$ cat src/hdl/afk_pkg.sv
// ----------------------------------------------------------------------------
// afk_pkg
// Shared types, constants and fixed-point helpers for the 7-joint arm
// forward kinematics block.
// ----------------------------------------------------------------------------
package afk_pkg;

  localparam int unsigned NumJoints = 7;
  localparam int unsigned AngW      = 16;
  localparam int unsigned TrigW     = 16;
  localparam int unsigned LenW      = 17;
  localparam int unsigned RotW      = 16;
  localparam int unsigned PosW      = 20;
  localparam int unsigned WideW     = 24;
  localparam int unsigned InDataW   = 112;
  localparam int unsigned OutDataW  = 208;
  localparam int unsigned CfgAddrW  = 4;

  localparam logic [CfgAddrW-1:0] AddrBase  = 4'h0;
  localparam logic [CfgAddrW-1:0] AddrUpper = 4'h4;
  localparam logic [CfgAddrW-1:0] AddrFore  = 4'h8;
  localparam logic [CfgAddrW-1:0] AddrWrist = 4'hC;

  localparam logic [LenW-1:0] BaseRst  = 17'd23593;
  localparam logic [LenW-1:0] UpperRst = 17'd27525;
  localparam logic [LenW-1:0] ForeRst  = 17'd26214;
  localparam logic [LenW-1:0] WristRst = 17'd23986;

  typedef logic signed [TrigW-1:0] trig_t;
  typedef logic signed [WideW-1:0] wide_t;

  typedef struct packed {
    trig_t s;
    trig_t c;
  } sc_t;

  typedef struct packed {
    logic [LenW-1:0] d1;
    logic [LenW-1:0] d3;
    logic [LenW-1:0] d5;
    logic [LenW-1:0] d7;
  } len_t;

  // a*b/2^14, rounded to nearest, ties toward +inf (floor of p+2^13)
  function automatic wide_t mq(input wide_t a, input wide_t b);
    logic signed [2*WideW-1:0] p;
    p = a * b + (2*WideW)'(signed'(8192));
    return wide_t'(p >>> 14);
  endfunction

  function automatic trig_t clamp_rot(input wide_t v);
    wide_t r;
    r = v;
    if (v > wide_t'(16384)) r = wide_t'(16384);
    if (v < -wide_t'(16384)) r = -wide_t'(16384);
    return trig_t'(r);
  endfunction

  function automatic logic signed [PosW-1:0] clamp_pos(input logic signed [WideW+4:0] v);
    logic signed [WideW+4:0] r;
    r = v;
    if (v > (WideW+5)'(signed'(524287))) r = (WideW+5)'(signed'(524287));
    if (v < -(WideW+5)'(signed'(524288))) r = -(WideW+5)'(signed'(524288));
    return r[PosW-1:0];
  endfunction

endpackage

$ cat src/hdl/afk_sincos.sv
// ----------------------------------------------------------------------------
// afk_sincos
// One sine/cosine lane: polynomial sine on a binary angle, four registered
// stages.
// ----------------------------------------------------------------------------
module afk_sincos (
  input  logic                 clk_i,
  input  logic                 en_i,
  input  logic [15:0]          angle_i,
  output afk_pkg::sc_t         sc_o
);
  import afk_pkg::*;

  logic [1:0]  qs_q, qc_q, qs2_q, qc2_q, qs3_q, qc3_q;
  logic [16:0] us_q, uc_q, us2_q, uc2_q, us3_q, uc3_q;
  logic [16:0] u2s_q, u2c_q;
  logic [16:0] t2s_q, t2c_q;
  logic [15:0] ac;
  logic [13:0] zs, zc;
  logic [16:0] us_d, uc_d;

  function automatic logic [16:0] fold(input logic [1:0] q, input logic [13:0] z);
    logic [14:0] zz;
    zz = q[0] ? (15'd16384 - {1'b0, z}) : {1'b0, z};
    return {zz, 2'b00};
  endfunction

  function automatic logic [16:0] sq(input logic [16:0] u);
    logic [33:0] p;
    p = u * u;
    return p[32:16];
  endfunction

  function automatic logic [16:0] poly(input logic [16:0] u2);
    logic [33:0] p1;
    logic [16:0] t1;
    logic [35:0] p2;
    p1 = u2 * 17'd4640;
    t1 = p1[32:16];
    p2 = u2 * (18'd42047 - {1'b0, t1});
    return p2[32:16];
  endfunction

  function automatic trig_t finish(input logic [1:0] q, input logic [16:0] u,
                                   input logic [16:0] t2);
    logic [35:0] p3;
    logic [17:0] m;
    logic [16:0] mag;
    p3 = u * (18'd102944 - {1'b0, t2});
    m = p3[33:16];
    mag = 17'((m + 18'd2) >> 2);
    if (mag > 17'd16384) mag = 17'd16384;
    return q[1] ? -trig_t'(mag) : trig_t'(mag);
  endfunction

  assign ac   = angle_i + 16'd16384;
  assign zs   = angle_i[13:0];
  assign zc   = ac[13:0];
  assign us_d = fold(angle_i[15:14], zs);
  assign uc_d = fold(ac[15:14], zc);

  always_ff @(posedge clk_i) begin
    if (en_i) begin
      qs_q  <= angle_i[15:14];
      qc_q  <= ac[15:14];
      us_q  <= us_d;
      uc_q  <= uc_d;
      qs2_q <= qs_q;
      qc2_q <= qc_q;
      us2_q <= us_q;
      uc2_q <= uc_q;
      u2s_q <= sq(us_q);
      u2c_q <= sq(uc_q);
      qs3_q <= qs2_q;
      qc3_q <= qc2_q;
      us3_q <= us2_q;
      uc3_q <= uc2_q;
      t2s_q <= poly(u2s_q);
      t2c_q <= poly(u2c_q);
      sc_o.s <= finish(qs3_q, us3_q, t2s_q);
      sc_o.c <= finish(qc3_q, uc3_q, t2c_q);
    end
  end

endmodule

$ cat config.mk
export PLATFORM = sky130hd
export DESIGN_NAME = afk_sincos
export DESIGN_NICKNAME = d
export VERILOG_FILES = /design/src/hdl/afk_pkg.sv /design/src/hdl/afk_sincos.sv
export SDC_FILE = /design/constraint.sdc
export NUM_CORES = 2
export LEC_CHECK = 0
export ABC_CLOCK_PERIOD_IN_PS = 26900
export BUFFER_PORTS_ARGS = -buffer_cell sky130_fd_sc_hd__buf_2
export CAP_MARGIN = 25
export CORE_ASPECT_RATIO = 0.6
export CORE_MARGIN = 1.5
export CORE_UTILIZATION = 40
export CTS_CLUSTER_DIAMETER = 80
export DETAILED_ROUTE_END_ITERATION = 8
export PLACE_DENSITY = 0.58
export SLEW_MARGIN = 20
export SYNTH_ARGS = -nofsm -noshare
export SYNTH_HDL_FRONTEND = slang
export SYNTH_SLANG_ARGS = --single-unit
$ cat constraint.sdc
create_clock -name clk_i -period 26.9 [get_ports clk_i]
set_input_delay 2.69 -clock clk_i [delete_from_list [all_inputs] [get_ports clk_i]]
set_output_delay 2.69 -clock clk_i [all_outputs]
set_load 0.01 [all_outputs]
## Yosys cells after proc, flatten, opt, wreduce, memory -nomap -nowiden

Index checks and enable logic that the tools add are counted.

| storage, ports and cells | value |
|---|---|
| word-level logic and storage cells | 49 |
| flip-flop bits (word level) | 202 |
| output and inout port bits | 32 |

| cells by class | value |
|---|---|
| $mul | 8 |
| $lt $le $gt $ge | 2 |
| add/sub/neg operators | 11 |
| mux-type cells | 8 |

Operators by type and width:

| operator | number |
|---|---|
| $mux W16 | 6 |
| $mul A15 B36 Y32 | 2 |
| $mul A18 B17 Y33 | 2 |
| $mul A15 B15 Y29 | 2 |
| $mul A17 B8 Y25 const B | 2 |
| $add A18 B2 Y18 const B | 2 |
| $sub A17 B17 Y18 const A | 2 |
| $sub A16 B14 Y17 const A | 2 |
| $gt A16 B15 Y1 const B | 2 |
| $neg A16 Y16 | 2 |
| $sub A15 B14 Y15 const A | 2 |
| $mux W14 | 2 |
| $add A16 B15 Y16 const B | 1 |

## Longest topological paths before layout

| depth | value |
|---|---|
| word-level depth | 8 |
| gate-level depth with buffers | 45 |
| mapped depth without buffers | 42 |

## Worst setup path after synthesis

OpenSTA, ideal clock, no wires.

| timing | value |
|---|---|
| path kind | reg2reg |
| start | register t2c_q[0] |
| end | register sc_o[10] (netlist name) (data pin) |
| setup slack | 16.018 ns |
| cell stages (with the launch flop) | 45 |
| path buffers | 5 |
| data arrival time | 10.616 ns |
| required time | 26.635 ns |
| cell sequence | edfxtp_1 > clkbuf_1 > inv_1 > ha_1 > nand2_1 > o21a_1 > o41ai_1 > nand2_1 > and2_1 > o31ai_1 > xor2_1 > clkbuf_1 > and2_1 > fa_1 > inv_1 > fa_1 > inv_1 > fa_1 > [9 not listed] > nand3_1 > o221a_2 > nand4_1 > or4_4 > nor3_4 > nor4b_4 > and3_1 > buf_4 > a31oi_1 > o31a_1 > buf_6 > nor2_1 > nand2_1 > ha_1 > and4_1 > or3_1 > o2111a_1 > or3_1 |

| between the ends | value |
|---|---|
| word-level cells in the longest chain between the ends | 8 |

RTL lines:

| item | line | source |
|---|---|---|
| start: declaration | afk_sincos.sv:17 | `logic [16:0] t2s_q, t2c_q;` |
| start signal: assignment | afk_sincos.sv:79 | `t2c_q <= poly(u2c_q);` |
| $sub A17 B17 Y18 (*) | afk_sincos.sv:49 | `p3 = u * (18'd102944 - {1'b0, t2});` |
| $mul A15 B36 Y32 (*) | afk_sincos.sv:49 |  |
| $add A18 B2 Y18 (*) | afk_sincos.sv:51 | `mag = 17'((m + 18'd2) >> 2);` |
| $gt A16 B15 Y1 | afk_sincos.sv:52 | `if (mag > 17'd16384) mag = 17'd16384;` |
| $mux W16 (*) | afk_sincos.sv:52 |  |
| $mux W16 (*) | afk_sincos.sv:63 | `if (en_i) begin` |
| $neg A16 Y16 | afk_sincos.sv:53 | `return q[1] ? -trig_t'(mag) : trig_t'(mag);` |
| $mux W16 (*) | afk_sincos.sv:53 |  |
| end: declaration | afk_sincos.sv:10 | `output afk_pkg::sc_t sc_o` |

Every way passes the cells marked *; elsewhere a longest branch is shown, timed or not. The select of a mux whose other input is x is not followed.
A chain may end at the register's enable or synchronous reset.

## Worst setup path after layout

| timing | value |
|---|---|
| start | register u2c_q[3] |
| end | register t2c_q[15] (data pin) |

| between the ends | value |
|---|---|
| word-level cells in the longest chain between the ends | 3 |

RTL lines:

| item | line | source |
|---|---|---|
| start: declaration | afk_sincos.sv:16 | `logic [16:0] u2s_q, u2c_q;` |
| start signal: assignment | afk_sincos.sv:73 | `u2c_q <= sq(uc_q);` |
| $mul A17 B8 Y25 | afk_sincos.sv:38 | `p1 = u2 * 17'd4640;` |
| $sub A16 B14 Y17 | afk_sincos.sv:40 | `p2 = u2 * (18'd42047 - {1'b0, t1});` |
| $mul A18 B17 Y33 (*) | afk_sincos.sv:40 |  |

Every way passes the cells marked *; elsewhere a longest branch is shown, timed or not.

==> flow_summary.yaml <==
run_status:
  status: "completed"
finish:
  areaGrowthSynthToFinish_pct: 5.43
  fin_nets: 8134
  layout-drive-gt1-share_pct: 4.01
  fin_area_sq_um: 63000
synthesis:
  synthDistinctLibCells: 85
  synth_fp_nets: 8221
  syn_area_sq_um: 59700
  netlist_instances: 6356
  synthTopCellsByArea: "fa_1 41%, ha_1 13%, edfxtp_1 9.7%"
  ys_seq_area_share_pct: 9.70
  avgSynthCellArea_sq_um: 9.40
  synthTopCellsByCount: "1407 x inv_1, 1214 x fa_1, 760 x nand2_1"
  synth_top_area_cell: "fa_1"
  async_flop_share_pct: 0
  yosysMostFrequentCell: "inv_1"
  synth_ff_type: "edfxtp_1"
  synth_top_area_share_pct: 40.7
  synth_edf_count: 193
  ys_ff_latch: 193
  yosys_warnings: 0
die:
  die_area_sq_um: 152000
  fp.dieH_um: 302
  initial_core_util_pct: 40.4
  core_sq_um: 148000
  die_w_um: 502
  rows: 109
  ioPinCount: 50
critical_path:
  worst-path-buf-inv: 6
  slowest_stage: "edfxtp_1"
  crit_type: "reg2reg"
  required_ns: 27.17
  cp_max_fo: 19
  r2r-start: "u2c_q[3]"
  cpLargestDelayFamily: "compound AO/OA/AOI/OAI gates"
  crit_top_cell: "ha_1"
  worstSetupEndpointType: "register"
  slowest_delay_ns: 0.84
  crit_arrival_ns: 12.91
  cp-startpoint: "u2c_q[3]"
  critPathLaunchType: "register"
placed_design:
  dpl.hpwl_um: 119000
  dpl-instance-area_sq_um: 62300
  place_congestion: 0.866
  portBuffers: 49
grt:
  antenna_found_initial: 5
  grt_pass1_wl_um: 242000
  grt_overflow: 0
  first_global_vias: 43600
  grt_max_degree: 72
  track_usage_pct: 20.2
sta:
  max_freq_ghz: 0.0791
  worst_pin_slew_ns: 1.11
  fin_skew_ns: 0.0255
  finalCritPeriodShare_pct: 47.0
  whs_ns: 0.422
  finalSetupViolations: 0
  finalSetupTns_ns: 0
  finalHoldViolations: 0
  fin_crit_ns: 12.64
  slew_viol_final: 0
  rsz0062_at_grt: "no"
  slew_headroom_pct: 25.9
detailed_routing:
  drtIter0Drc: 3082
  drt_first_pass_iters: 6
  drc: 0
  dr_total_vias: 41700
  antenna_left: 0
  finalWirelength_um: 146000
  vias_per_cell: 5.03
  post_drt_wl_per_cell_um: 17.6
clock_tree:
  clk_pin_slew_ns: 0.09
  postCtsHoldBufs: 0
  cts_root_buffer: "clkbuf_16"
  cts.repair.resized: 0
  worst_skew_pair.late_latency_ns: 0.54
  cts_buffers: 17
  tritoncts: "yes"
  postCtsSetupBuffers: 0
  clock_sinks: 193
  h-tree-depth: 4
  clockBufferDepth: 2
min_path:
  hold_path_class: "reg2reg"
  hp-start: "qs2_q[1]"
run:
  maxCapViolCount: 0
==> worst reg2reg max path, delay by kind of cell, from the launching register on <==
kind | cells | cell delay (ns)
AO/OA/AOI/OAI | 17 | 5.49
adder cells (fa/ha/maj) | 11 | 4.06
multiplexers | 1 | 0.40
buffers and inverters | 6 | 0.55
XOR/XNOR | 1 | 0.15
AND/OR/NAND/NOR | 5 | 0.87
flip-flops | 1 | 0.84
==> cell type report <==
type | count | area, sq um
antenna | 1 | 2.50
clock buffer | 18 | 429
clock inverter | 14 | 174
fill | 14400 | 84700
inverter | 1407 | 5280
multi-input combinational | 4514 | 47900
sequential | 193 | 5800
tap | 1998 | 2500
timing repair buffer | 136 | 915
==> path summary, 6_finish.rpt <==
| check | slack [ns] | cells past startpoint | to |
|---|---|---|---|
| worst max register to register | 14.26 | 41 | t2c_q[15] |
| worst max-delay path | 14.26 | 41 | t2c_q[15] |
| worst min-delay path | 0.42 | 0 | qs3_q[1] |
| worst min register to register | 0.42 | 0 | qs3_q[1] |
==> state kept, by name, summed over array words and instances, names as in the netlist, 15 cells and up <==
name	count
uc_q	15
sc_o	32
u2c_q	17
t2c_q	17
u2s_q	17
uc2_q	15
uc3_q	15
t2s_q	17
==> cells in the final DEF, fill, tap and decap left out, drive strengths merged, types with 20 or more instances in the layout <==
| cell type | Yosys | routed |
|---|---|---|
| inv | 1407 | 1413 |
| fa | 1214 | 1214 |
| nand2 | 760 | 760 |
| ha | 633 | 633 |
| and2 | 574 | 574 |
| edfxtp | 193 | 193 |
| xnor2 | 189 | 189 |
| nor2 | 166 | 166 |
| buf | 14 | 135 |
| a21oi | 100 | 100 |
| nor3 | 97 | 97 |
| xor2 | 71 | 71 |
| o21ai | 70 | 70 |
| nor2b | 64 | 64 |
| nand3 | 43 | 43 |
| o21a | 37 | 37 |
| a21o | 35 | 35 |
| nand2b | 35 | 35 |
| and3 | 33 | 33 |
| or3 | 27 | 27 |
| nand4 | 25 | 25 |
| o211ai | 21 | 21 |
| mux2i | 20 | 20 |
==> through the flow <==
| step | util (%) | instances | setup slack (ns) |
|---|---|---|---|
| after global routing | 42.6 | 8280 | 13.38 |
| after CTS | 42.6 | 8278 | 14.31 |
| after detailed placement | 42.2 | 8246 | 14.37 |
| final | 42.6 | 8281 | 14.26 |
| after floorplan | - | 6356 | 16.02 |
| after global placement | 42.2 | 8245 | 14.03 |
==> layer usage <==
layer	GRT usage, %	vias to the layer above	wire (um)	part of all wire [%]
met4	2.63	6	1020	0.70
li1	-	19300	-	-
met1	33.8	21000	78500	54
met3	4.49	64	13000	8.9
met5	0	-	43	0.029
met2	26.2	1304	53500	37
==> cells by family (layout without fill, tap and decap cells) <==
| family | Yosys count | in the layout | synth area share, % |
|---|---|---|---|
| XOR/XNOR | 260 | 260 | 3.81 |
| multiplexers | 33 | 33 | 0.580 |
| AND/OR/NAND/NOR | 1910 | 1910 | 16.1 |
| other | 0 | 1 | 0 |
| flip-flops | 193 | 193 | 9.70 |
| buffers and inverters | 1649 | 1575 | 10.4 |
| AO/OA/AOI/OAI | 464 | 464 | 5.48 |
| adder cells (fa/ha/maj) | 1847 | 1847 | 53.9 |
Power is left out: the tool's default activity adds up to more than one toggle a clock period on the data nets, which glitch-free logic cannot reach.
